[config.mk]
export PLATFORM = sky130hd
export DESIGN_NAME = dpb_fifo
export DESIGN_NICKNAME = d
export VERILOG_FILES = /design/src/hdl/dpb_pkg.sv /design/src/hdl/dpb_fifo.sv
export SDC_FILE = /design/constraint.sdc
export NUM_CORES = 1
export LEC_CHECK = 0
export BUFFER_PORTS_ARGS = -buffer_cell sky130_fd_sc_hd__buf_2
export CAP_MARGIN = 20
export CORE_MARGIN = 1.5
export CORE_UTILIZATION = 55
export CTS_CLUSTER_SIZE = 10
export DETAILED_ROUTE_END_ITERATION = 8
export HOLD_SLACK_MARGIN = 0.05
export PLACE_DENSITY_LB_ADDON = 0.3
export REMOVE_ABC_BUFFERS = 1
export SLEW_MARGIN = 30
export SYNTH_ARGS = -nofsm -noshare
export SYNTH_HDL_FRONTEND = slang
export SYNTH_SLANG_ARGS = --single-unit
[constraint.sdc]
create_clock -name clk -period 3.15 [get_ports clk]
set_clock_uncertainty 0.15 [all_clocks]
set_input_delay 0.315 -clock clk [delete_from_list [all_inputs] [get_ports clk]]
set_output_delay 0.315 -clock clk [all_outputs]
set_load 0.01 [all_outputs]
[src/hdl/dpb_pkg.sv]
// dpb_pkg: shared constants, register codes and width helpers for the
// depth to point backprojection block. No dependencies.
`default_nettype none

package dpb_pkg;

  // field widths
  localparam int DEPTH_W     = 16;
  localparam int CENTER_W    = 16;
  localparam int CENTER_FRAC = 4;
  localparam int INV_W       = 24;
  localparam int DIM_W       = 13;
  localparam int POINT_W     = 37;
  localparam int FRAC_SHIFT  = 20;

  // configuration port
  localparam int CFG_W     = 24;
  localparam int CFG_IDX_W = 3;

  localparam logic [CFG_IDX_W-1:0] REG_CENTER_X    = 3'd0;
  localparam logic [CFG_IDX_W-1:0] REG_CENTER_Y    = 3'd1;
  localparam logic [CFG_IDX_W-1:0] REG_INV_FOCAL_X = 3'd2;
  localparam logic [CFG_IDX_W-1:0] REG_INV_FOCAL_Y = 3'd3;
  localparam logic [CFG_IDX_W-1:0] REG_FRAME_WIDTH = 3'd4;
  localparam logic [CFG_IDX_W-1:0] REG_FRAME_HEIGHT = 3'd5;

  // register reset values
  localparam logic [CENTER_W-1:0] CENTER_X_RST    = 16'd4775;
  localparam logic [CENTER_W-1:0] CENTER_Y_RST    = 16'd3960;
  localparam logic [INV_W-1:0]    INV_FOCAL_X_RST = 24'd27272;
  localparam logic [INV_W-1:0]    INV_FOCAL_Y_RST = 24'd27272;
  localparam logic [DIM_W-1:0]    FRAME_WIDTH_RST = 13'd640;
  localparam logic [DIM_W-1:0]    FRAME_HEIGHT_RST = 13'd480;

  // defaults for top level parameters
  localparam int MAX_DIM_DEF    = 4096;
  localparam int FIFO_DEPTH_DEF = 4;

  // bits needed to hold a position plus one, up to max_dim
  function automatic int pos_width(input int max_dim);
    return $clog2(max_dim + 1);
  endfunction

  // signed width of the offset ((pos+1) << 4) - center
  function automatic int off_width(input int max_dim);
    int p;
    p = pos_width(max_dim) + CENTER_FRAC;
    return ((p > CENTER_W) ? p : CENTER_W) + 1;
  endfunction

endpackage

`default_nettype wire

[src/hdl/dpb_fifo.sv]
// dpb_fifo: short item queue between the front and back parts.
// Register array with head and tail pointers. Depends on dpb_pkg.
`default_nettype none

module dpb_fifo
  import dpb_pkg::*;
#(
  parameter int DATA_W = 8,
  parameter int DEPTH  = FIFO_DEPTH_DEF
) (
  input  logic              clk,
  input  logic              rst,
  input  logic              push_valid,
  output logic              push_ready,
  input  logic [DATA_W-1:0] push_data,
  output logic              pop_valid,
  input  logic              pop_ready,
  output logic [DATA_W-1:0] pop_data
);

  localparam int PTR_W = $clog2(DEPTH);
  localparam int CNT_W = $clog2(DEPTH + 1);

  logic [DATA_W-1:0] mem [DEPTH];
  logic [PTR_W-1:0]  wr_ptr, rd_ptr;
  logic [CNT_W-1:0]  count;
  logic              do_push, do_pop;

  assign push_ready = count != CNT_W'(DEPTH);
  assign pop_valid  = count != '0;
  assign do_push    = push_valid && push_ready;
  assign do_pop     = pop_valid && pop_ready;
  assign pop_data   = mem[rd_ptr];

  // storage
  always_ff @(posedge clk) begin
    if (do_push) begin
      mem[wr_ptr] <= push_data;
    end
  end

  // pointers and fill count
  always_ff @(posedge clk) begin
    if (rst) begin
      wr_ptr <= '0;
      rd_ptr <= '0;
      count  <= '0;
    end else begin
      if (do_push) begin
        wr_ptr <= (wr_ptr == PTR_W'(DEPTH - 1)) ? '0 : wr_ptr + PTR_W'(1);
      end
      if (do_pop) begin
        rd_ptr <= (rd_ptr == PTR_W'(DEPTH - 1)) ? '0 : rd_ptr + PTR_W'(1);
      end
      if (do_push && !do_pop) begin
        count <= count + CNT_W'(1);
      end else if (do_pop && !do_push) begin
        count <= count - CNT_W'(1);
      end
    end
  end

endmodule

`default_nettype wire

==> impl_metrics.csv <==
group,metric,value,unit
placement,post-place-ws,0.5599,ns
power_and_ir_drop,pwr-share-comb,28.2,%
cells_and_area,nets,141,
synth,async_reset_ff_share,0,%
clocking,clock_path_buffers,2,
global_route,track_usage,16.91,%
detailed_routing,drc_errors,0,
power_and_ir_drop,vdd_drop_max,0.5246,mV
detailed_routing,first_pass_iters,4,
global_route,antenna_found_initial,0,
clocking,cts_tree,"built",
synth,synth-compound-area-share,2.144,%
synth,seq_area_frac_synth,69.83,%
power_and_ir_drop,p_per_area,718.1,nW/um^2
timing,tightest_slew,0.5463,ns
global_route,grt_pass1_wl,3.967,mm
power_and_ir_drop,p_int,949.4,uW
detailed_routing,first_iter_violations,16,
synth,synth-edff-count,32,
power_and_ir_drop,clockPowerShare,18.3,%
synth,synthFlopType,"edfxtp_1",
synth,synth_area_leaders,"edfxtp_1, dfxtp_1, mux4_2",
synth,synth_most_common_cell,"edfxtp_1",
timing,drv_slew,0,
global_route,grt_max_degree,14,
synth,synth_top_family_by_area,"multiplexers",
detailed_routing,routedWlPerCell,15.95,um
clocking,cts.sinks,41,
run_status,outcome,"finished, final reports clean",
synth,synth_top_area_share,58.81,%
timing,rsz0062_at_grt,"false",
floorplanning,start_util,58.75,%
timing,post-route-min-period,2.584,ns
synth,synth_cell_types,26,
worst_setup_path,critical_path_class,"flop to flop",
timing,report.final.hold_viol_count,0,
floorplanning,die_w,57.51,um
power_and_ir_drop,p_sw,411.8,uW
job,cap_violations,0,
cells_and_area,nFillCells,207,
placement,portBuffers,21,
detailed_routing,drt-total-wl,2.457,mm
worst_setup_path,crit_path_end_kind,"flop",
floorplanning,num_rows,19,
floorplanning,coreArea,2781,sq um
power_and_ir_drop,sequentialPowerShare,53.6,%
clocking,cts_resized,0,
clocking,htreeDepth,2,
timing,post-route-period-util,82.02,%
synth,synthMuxAreaShare,12.86,%
synth,yosysTopAreaCell,"edfxtp_1",
floorplanning,fp.dieH,57.51,um
placement,dp_hpwl,1.659,mm
cells_and_area,syn_to_final_growth,16.00,%
floorplanning,pin_count,22,
clocking,cts-root-buf,"clkbuf_4",
synth,yosysWarnings,0,
detailed_routing,vias,864,
synth,postSynthCellCount,90,
synth,yosys.area_share.simple,6.508,%
global_route,overflow,0,
timing,setup_viol,0,
synth,syn_area_per_cell,18.16,sq um
detailed_routing,viasPerCell,5.610,
clocking,clkTransAtPathRegs,0.11,ns
synth,synthAdderAreaFrac,5.819,%
timing,maxSlewHeadroom,63.53,%
synth,netlist_area,1634,sq um
cells_and_area,layout-drive-gt1-share,36.59,%
synth,synth_commonest_cells,"edfxtp_1, dfxtp_1, mux4_2",
detailed_routing,ant_nets,0,
placement,gp_congestion,0.6751,
synth,synth.ff_latch_count,41,
worst_setup_path,worstPathRequired,3.27,ns
cells_and_area,antennaDiodeCount,0,
power_and_ir_drop,total_leakage_power,0.7080,nW
worst_setup_path,cp_data_arrival_time,2.71,ns
timing,finalWorstSetupSlack,0.5665,ns
clocking,numCtsBuffers,5,
hold_path,hold_class,"input port to flop",
power_and_ir_drop,p_sw_share,30.25,%
worst_setup_path,start_kind,"flop",
timing,tns,0,ns
synth,synth_xor_area_share,1.072,%
worst_setup_path,path_max_fanout,5,
timing,clock.fmax,387.1,MHz
global_route,grt_pass1_vias,852,
clocking,clk_latency,0.34,ns
floorplanning,die_area,3307,sq um
-- final timing paths --
path,start,end,slack (ns),cells after the start
max,count[0],count[2],0.57,7
min,rst,count[0],0.09,2
max reg2reg,count[0],count[2],0.57,7
min reg2reg,rd_ptr[0],flop,0.37,2
-- registers in the layout, summed over array words and instances, names as in the netlist, named ones only --
name    cells
count       3
mem        32
rd_ptr      2
wr_ptr      2
-- what timing repair did --
action | CTS | global route
hold endpoints to repair | 32 | 0
hold buffers | 8 | 0
buffers inserted | 0 | 0
-- layout by cell type, fill, tap and decap left out --
| master | netlist | routed |
|---|---|---|
| nor3_1 | 1 | 1 |
| or3_2 | 2 | 2 |
| clkbuf_4 | 0 | 5 |
| inv_1 | 3 | 3 |
| dfxtp_1 | 9 | 9 |
| fa_1 | 1 | 1 |
| buf_2 | 1 | 21 |
| clkinv_2 | 0 | 2 |
| xor2_1 | 2 | 2 |
| nand2b_1 | 2 | 2 |
| ha_1 | 6 | 6 |
| mux2i_1 | 3 | 3 |
| o31ai_2 | 1 | 1 |
| clkinvlp_4 | 0 | 1 |
| a21oi_1 | 2 | 2 |
| o21ai_0 | 1 | 1 |
| or3b_1 | 1 | 1 |
| and3_2 | 4 | 4 |
| and2_4 | 1 | 1 |
| mux4_2 | 8 | 8 |
| or3_1 | 1 | 1 |
| nand3_1 | 1 | 1 |
| nand2_1 | 1 | 1 |
| dlygate4sd3_1 | 0 | 8 |
| nor2_1 | 3 | 3 |
| edfxtp_1 | 32 | 32 |
| o31ai_1 | 1 | 1 |
-- final cells by class --
| class | count | area [sq um] | share of cell area [%] |
|---|---|---|---|
| Tap cell | 31 | 38.79 | 2.046 |
| Clock inverter | 3 | 17.52 | 0.9241 |
| Clock buffer | 5 | 37.54 | 1.980 |
| Multi-Input combinational cell | 42 | 464.2 | 24.49 |
| Timing Repair Buffer | 29 | 185.2 | 9.769 |
| Sequential cell | 41 | 1141 | 60.20 |
| Inverter | 3 | 11.26 | 0.5941 |
-- kinds of logic after synthesis --
family	Yosys count
compound gates	5
xor+xnor	2
fa+ha+maj	7
buf+inv	7
flops	41
mux	11
simple gates	17
-- critical path, stage by stage (launching register included) --
cell and delay (ns):
dfxtp_1 0.38, o31ai_1 0.50, ha_1 0.29, inv_1 0.06, fa_1 0.37, xor2_1 0.16
or3_2 0.41, a21oi_1 0.19
-- layer usage --
layer | track usage [%] | vias up | wire length (um) | part of all wire [%]
met5 | 0 | - | 0 | 0
met4 | 9.967 | 0 | 61 | 2.5
met3 | 4.762 | 7 | 97 | 3.9
met2 | 27.27 | 21 | 1277 | 52
met1 | 20.29 | 421 | 1021 | 42
li1 | - | 415 | - | -
-- power by group through the flow --
stage / sequential [mW] / clock (mW) / combinational, mW
3_5_place_dp: 0.746 / 0 / 0.379
2_1_floorplan: 0.726 / 0 / 0.271
3_3_place_gp: 0.738 / 0 / 0.360
5_1_grt: 0.743 / 0.273 / 0.422
6_report: 0.729 / 0.249 / 0.383
4_1_cts: 0.733 / 0.259 / 0.388
-- metrics by stage --
| stage | hold slack, ns | total power, mW | instances | utilization (%) | cell area [sq um] |
|---|---|---|---|---|---|
| 4_1_cts | 0.07455 | 1.381 | 154 | 68.15 | 1896 |
| 3_3_place_gp | 0.3342 | 1.097 | 138 | 63.29 | 1760 |
| 5_1_grt | 0.08960 | 1.437 | 154 | 68.15 | 1896 |
| 3_5_place_dp | 0.3456 | 1.124 | 138 | 63.29 | 1760 |
| 2_1_floorplan | 0.2341 | 0.9962 | 86 | - | 1617 |
| 6_report | 0.08901 | 1.361 | 154 | 68.15 | 1896 |
(Power assumes the default switching activity.)
