File: config.mk
export PLATFORM = sky130hd
export DESIGN_NAME = dpb_front
export DESIGN_NICKNAME = d
export VERILOG_FILES = /design/src/hdl/dpb_pkg.sv /design/src/hdl/dpb_front.sv
export SDC_FILE = /design/constraint.sdc
export NUM_CORES = 1
export LEC_CHECK = 0
export BUFFER_PORTS_ARGS = -buffer_cell sky130_fd_sc_hd__buf_4
export CAP_MARGIN = 25
export CELL_PAD_IN_SITES_DETAIL_PLACEMENT = 0
export CELL_PAD_IN_SITES_GLOBAL_PLACEMENT = 1
export CORE_MARGIN = 2
export CORE_UTILIZATION = 36
export CTS_CLUSTER_SIZE = 20
export DETAILED_ROUTE_END_ITERATION = 6
export PLACE_DENSITY = 0.81
export SLEW_MARGIN = 20
export SYNTH_ARGS = -nofsm -noshare
export SYNTH_HDL_FRONTEND = slang
export SYNTH_SLANG_ARGS = --single-unit
File: constraint.sdc
create_clock -name clk -period 4.5 [get_ports clk]
set_input_delay 0.9 -clock clk [delete_from_list [all_inputs] [get_ports clk]]
set_output_delay 0.9 -clock clk [all_outputs]
set_load 0.03 [all_outputs]
File: src/hdl/dpb_pkg.sv
// dpb_pkg: shared constants, register codes and width helpers for the
// depth to point backprojection block. No dependencies.
`default_nettype none

package dpb_pkg;

  // field widths
  localparam int DEPTH_W     = 16;
  localparam int CENTER_W    = 16;
  localparam int CENTER_FRAC = 4;
  localparam int INV_W       = 24;
  localparam int DIM_W       = 13;
  localparam int POINT_W     = 37;
  localparam int FRAC_SHIFT  = 20;

  // configuration port
  localparam int CFG_W     = 24;
  localparam int CFG_IDX_W = 3;

  localparam logic [CFG_IDX_W-1:0] REG_CENTER_X    = 3'd0;
  localparam logic [CFG_IDX_W-1:0] REG_CENTER_Y    = 3'd1;
  localparam logic [CFG_IDX_W-1:0] REG_INV_FOCAL_X = 3'd2;
  localparam logic [CFG_IDX_W-1:0] REG_INV_FOCAL_Y = 3'd3;
  localparam logic [CFG_IDX_W-1:0] REG_FRAME_WIDTH = 3'd4;
  localparam logic [CFG_IDX_W-1:0] REG_FRAME_HEIGHT = 3'd5;

  // register reset values
  localparam logic [CENTER_W-1:0] CENTER_X_RST    = 16'd4775;
  localparam logic [CENTER_W-1:0] CENTER_Y_RST    = 16'd3960;
  localparam logic [INV_W-1:0]    INV_FOCAL_X_RST = 24'd27272;
  localparam logic [INV_W-1:0]    INV_FOCAL_Y_RST = 24'd27272;
  localparam logic [DIM_W-1:0]    FRAME_WIDTH_RST = 13'd640;
  localparam logic [DIM_W-1:0]    FRAME_HEIGHT_RST = 13'd480;

  // defaults for top level parameters
  localparam int MAX_DIM_DEF    = 4096;
  localparam int FIFO_DEPTH_DEF = 4;

  // bits needed to hold a position plus one, up to max_dim
  function automatic int pos_width(input int max_dim);
    return $clog2(max_dim + 1);
  endfunction

  // signed width of the offset ((pos+1) << 4) - center
  function automatic int off_width(input int max_dim);
    int p;
    p = pos_width(max_dim) + CENTER_FRAC;
    return ((p > CENTER_W) ? p : CENTER_W) + 1;
  endfunction

endpackage

`default_nettype wire

File: src/hdl/dpb_front.sv
// dpb_front: accepts depth items, runs the raster counters and forms the
// signed pixel offsets and frame end flag. Depends on dpb_pkg.
`default_nettype none

module dpb_front
  import dpb_pkg::*;
#(
  parameter int MAX_DIM = MAX_DIM_DEF
) (
  input  logic                           clk,
  input  logic                           rst,
  input  logic                           in_valid,
  output logic                           in_ready,
  input  logic [DEPTH_W-1:0]             depth_mm,
  input  logic [CENTER_W-1:0]            center_x,
  input  logic [CENTER_W-1:0]            center_y,
  input  logic [DIM_W-1:0]               frame_width,
  input  logic [DIM_W-1:0]               frame_height,
  output logic                           push_valid,
  input  logic                           push_ready,
  output logic [DEPTH_W-1:0]             push_depth,
  output logic [off_width(MAX_DIM)-1:0]  push_off_x,
  output logic [off_width(MAX_DIM)-1:0]  push_off_y,
  output logic                           push_last
);

  localparam int CNT_W = $clog2(MAX_DIM);
  localparam int POS_W = pos_width(MAX_DIM);
  localparam int OFF_W = off_width(MAX_DIM);
  localparam int CMP_W = (DIM_W > POS_W) ? DIM_W : POS_W;

  logic [CNT_W-1:0] column_count, column_count_next;
  logic [CNT_W-1:0] row_count, row_count_next;
  logic [POS_W-1:0] col_inc, row_inc;
  logic [CMP_W-1:0] w_clamp, h_clamp;
  logic             row_end, last;
  logic             accept;

  assign in_ready = push_ready;
  assign accept   = in_valid && push_ready;

  // clamp frame size to 1..MAX_DIM
  always_comb begin
    w_clamp = CMP_W'(frame_width);
    if (w_clamp == '0) begin
      w_clamp = CMP_W'(1);
    end else if (w_clamp > CMP_W'(MAX_DIM)) begin
      w_clamp = CMP_W'(MAX_DIM);
    end
    h_clamp = CMP_W'(frame_height);
    if (h_clamp == '0) begin
      h_clamp = CMP_W'(1);
    end else if (h_clamp > CMP_W'(MAX_DIM)) begin
      h_clamp = CMP_W'(MAX_DIM);
    end
  end

  // row and frame end detection
  assign col_inc = POS_W'(column_count) + POS_W'(1);
  assign row_inc = POS_W'(row_count) + POS_W'(1);
  assign row_end = CMP_W'(col_inc) >= w_clamp;
  assign last    = row_end && (CMP_W'(row_inc) >= h_clamp);

  // counter next values
  always_comb begin
    column_count_next = column_count;
    row_count_next    = row_count;
    if (row_end) begin
      column_count_next = '0;
      row_count_next    = last ? '0 : CNT_W'(row_inc);
    end else begin
      column_count_next = CNT_W'(col_inc);
    end
  end

  always_ff @(posedge clk) begin
    if (rst) begin
      column_count <= '0;
      row_count    <= '0;
    end else if (accept) begin
      column_count <= column_count_next;
      row_count    <= row_count_next;
    end
  end

  // signed offsets with 4 fraction bits
  assign push_off_x = OFF_W'({col_inc, {CENTER_FRAC{1'b0}}}) - OFF_W'(center_x);
  assign push_off_y = OFF_W'({row_inc, {CENTER_FRAC{1'b0}}}) - OFF_W'(center_y);
  assign push_valid = in_valid;
  assign push_depth = depth_mm;
  assign push_last  = last;

endmodule

`default_nettype wire

==> key figures <==
Status
  – Outcome: finished clean

Detailed routing
  – Met3 wire length: just over 400 um
  – WL met1: about 4500 um
  – Routed length per instance: approximately 14 um
  – Vias per inst: 5.29
  – Pre-Repair DR Iteration Count: 4
  – Vias: roughly 3700
  – Drt total wl: around 9600 um
  – ANT nets after route: 0
  – Metal2 WL: 4620 um
  – Drt drc: 0
  – Uppermost layer routed: met4
  – Iteration-0 DRC Markers: ~240

Timing
  – Hold slack: between 0.5 and 0.6 ns
  – Tcrit/Tclk final: approximately 95%
  – RSZ-0062 raised after global routing: no
  – Count of final hold-check violations: 0
  – Post-layout minimum cycle time: about 4.3 ns
  – Worst slew pin tran: roughly 0.65 ns
  – Final Max Tran Viols: 0
  – Final setup fails: 0
  – Final Skew: between 0.004 and 0.005 ns
  – FMAX: approximately 230 MHz
  – Rel. slew slack: between 50 and 60%
  – Total Neg Setup Slack: 0 ns
  – Final WS setup: between 0.2 and 0.25 ns

Yosys
  – Area contributors post-synth: ha_1 18%, dfxtp_1 13%, xnor2_1 6.6%
  – Distinct cells, synth: 61
  – Yosys top cell by area: ha_1
  – Main combinational cell family by area after synthesis: compound AO/OA/AOI/OAI gates
  – Yosys warning total: 0
  – Syn Area/Cell: 7.54 um2
  – Count leader, synth: ha_1
  – Syn nets: ~620
  – Post-Synth Simple-Gate Area: roughly a quarter
  – Post-synthesis compound-gate area fraction: 24.7%
  – Post-synth ARST share: 0%
  – Syn Inst Count: between 400 and 500
  – Post-Synth XOR/XNOR Area: roughly a tenth
  – Synth Area in Adders: 18.3%
  – Post-synthesis register bit count: 24
  – Leading cell types by count after synthesis: 54 x ha_1, 49 x nand2_1, 39 x inv_1
  – Top-area cell type share of the netlist area: 18.3%
  – Post-synth EDFFs: 0
  – Mapped Area: 3700 um2
  – Sequential-to-total area share from yosys stat: approximately 13%
  – Mux contribution to synthesized area: 0%
  – Top_reg_cell synth: dfxtp_1

CTS
  – Clock transition at path regs: roughly 0.08 ns
  – Root buf cell: clkbuf_8
  – Clk buf depth: 2
  – Post-CTS setup buffer count: 0
  – Cts bufs inserted: 3
  – Clock Latency Late Sink: 0.26 ns
  – CTS Hold Buffers Added: 0
  – CTS tree: yes
  – H-Tree Depth: 1
  – Sink Count: 24

Critical path
  – CP Data Required Time: around 3.6 ns
  – Crit path DAT: 3.37 ns
  – CP Capture Type: output port
  – Critical path type: register to output port
  – Critical path peak fanout: 10
  – Startpoint types: register
  – Worst R2R Path Depth: 12

Finish
  – Final Non-Filler Cells: ~700
  – Multi-input gate area: 2910 um2
  – Nets@finish: 700
  – Antenna cells: 0
  – Share of cells above drive strength 1: approximately 23%
  – Register Area: approximately 480 um2
  – Fillers: about 1000
  – Area Growth Syn to Fin: 22.6%
  – Fin area: approximately 4500 um2

Placement
  – Pre-CTS setup slack: 0.259 ns
  – PortBufs: 100
  – Routability congestion estimate: around 0.94
  – Number of placed cells counting well taps: roughly 700
  – Placed Area: ~4400 um2
  – Post-DP HPWL: around 8100 um

Floorplanning
  – Core Box Area: a little under 10000 um2
  – Die Wd: 105 um
  – I/O pins: about 130
  – Initial core utilization: 37.5%
  – Die Ht: 105 um
  – Die area: around 11000 um2
  – Floorplan row count: 36

Power and ir drop
  – PwrDens: 141 nW/um2
  – Leakage: roughly 2.3 nW
  – Peak supply drop: 0.0656 mV

GRT
  – Vias in the first global route: ~3600
  – GRT Resource Usage Total: 17.2%
  – Initial antenna violation count: 0
  – First-pass GRT wire length: around 16000 um
  – Grt ovf: 0
  – Largest net degree at the start of global routing: 30

Min path
  – Worst Hold Class: register to register
  – Hold path depth: 2

Run
  – Max-cap violation count: 0
[kinds of logic after synthesis]
logic type               Yosys count
buffers and inverters             72
XOR/XNOR                          44
AND/OR/NAND/NOR                  177
AO/OA/AOI/OAI                    119
adder cells (fa/ha/maj)           54
flip-flops                        24
[registers in the layout (all words and copies together) (netlist names)]
register	count
column_count	12
row_count	12
[layout by cell type (no fill, tap or decap), types with 4 or more instances in the layout]
| cell | n |
|---|---|
| a211o_1 | 4 |
| a21o_1 | 13 |
| a21oi_1 | 23 |
| a22o_1 | 5 |
| a22oi_1 | 6 |
| a31oi_1 | 5 |
| a32o_1 | 4 |
| and2_1 | 7 |
| and3_1 | 10 |
| buf_4 | 104 |
| dfxtp_1 | 22 |
| ha_1 | 53 |
| inv_1 | 39 |
| nand2_1 | 49 |
| nand2b_1 | 5 |
| nand3_1 | 18 |
| nand4_1 | 5 |
| nor2_1 | 37 |
| nor3_1 | 14 |
| nor3b_1 | 5 |
| nor4_1 | 9 |
| o21a_1 | 6 |
| o21ai_0 | 10 |
| o21bai_1 | 4 |
| o31ai_1 | 10 |
| xnor2_1 | 28 |
| xor2_1 | 15 |
[metrics by stage]
step                util [%]  total power, mW
floorplan                  -            0.430
global placement        45.1            0.518
detailed placement      45.1            0.521
CTS                     45.6            0.647
global route            45.9            0.682
finish                  45.9            0.639
[final timing paths]
kind                                 from  slack (ns)                           end
min            row_count[11]$_SDFFE_PP0P_        0.51    row_count[11]$_SDFFE_PP0P_
max             row_count[1]$_SDFFE_PP0P_        0.23                     push_last
min reg2reg    row_count[11]$_SDFFE_PP0P_        0.51    row_count[11]$_SDFFE_PP0P_
max reg2reg  column_count[0]$_SDFFE_PP0P_        0.99  column_count[5]$_SDFFE_PP0P_
[metal layers]
metal	up-vias	global-route usage [%]
li1	1919	-
met1	1690	23.6
met2	77	28.9
met3	13	2.41
met4	0	2.67
met5	-	0
[area by class of cell]
class	instances	share of cell area [%]
multi-input combinational	394	64.1
timing repair buffer	104	17.2
sequential	24	10.7
tap	133	3.67
inverter	41	3.40
clock buffer	3	0.911
[where the power goes]
group | switching [mW] | internal, mW | total [mW]
clock network | 0.0623 | 0.0597 | 0.122
logic | 0.171 | 0.130 | 0.301
registers | 0.00172 | 0.214 | 0.215
[repair_timing]
action / 4_1_cts / 5_1_grt
hold endpoints to repair: 0 / 0
pin swaps: 0 / 2
resized for setup: 3 / 7
endpoints found under the setup margin: 2 / 4
[worst max-delay path, cell delays in order (launching register included)]
cell and delay [ns]:
dfxtp_1 0.39, ha_2 0.26, and3_1 0.21, nand3_2 0.12
inv_1 0.11, and3_1 0.20, xor2_2 0.20, ha_1 0.30
and4_1 0.23, a221o_1 0.31, a311oi_2 0.27, a21oi_4 0.16
and2_1 0.18, buf_4 0.16
Note: power is estimated with default switching activity, not from simulation.
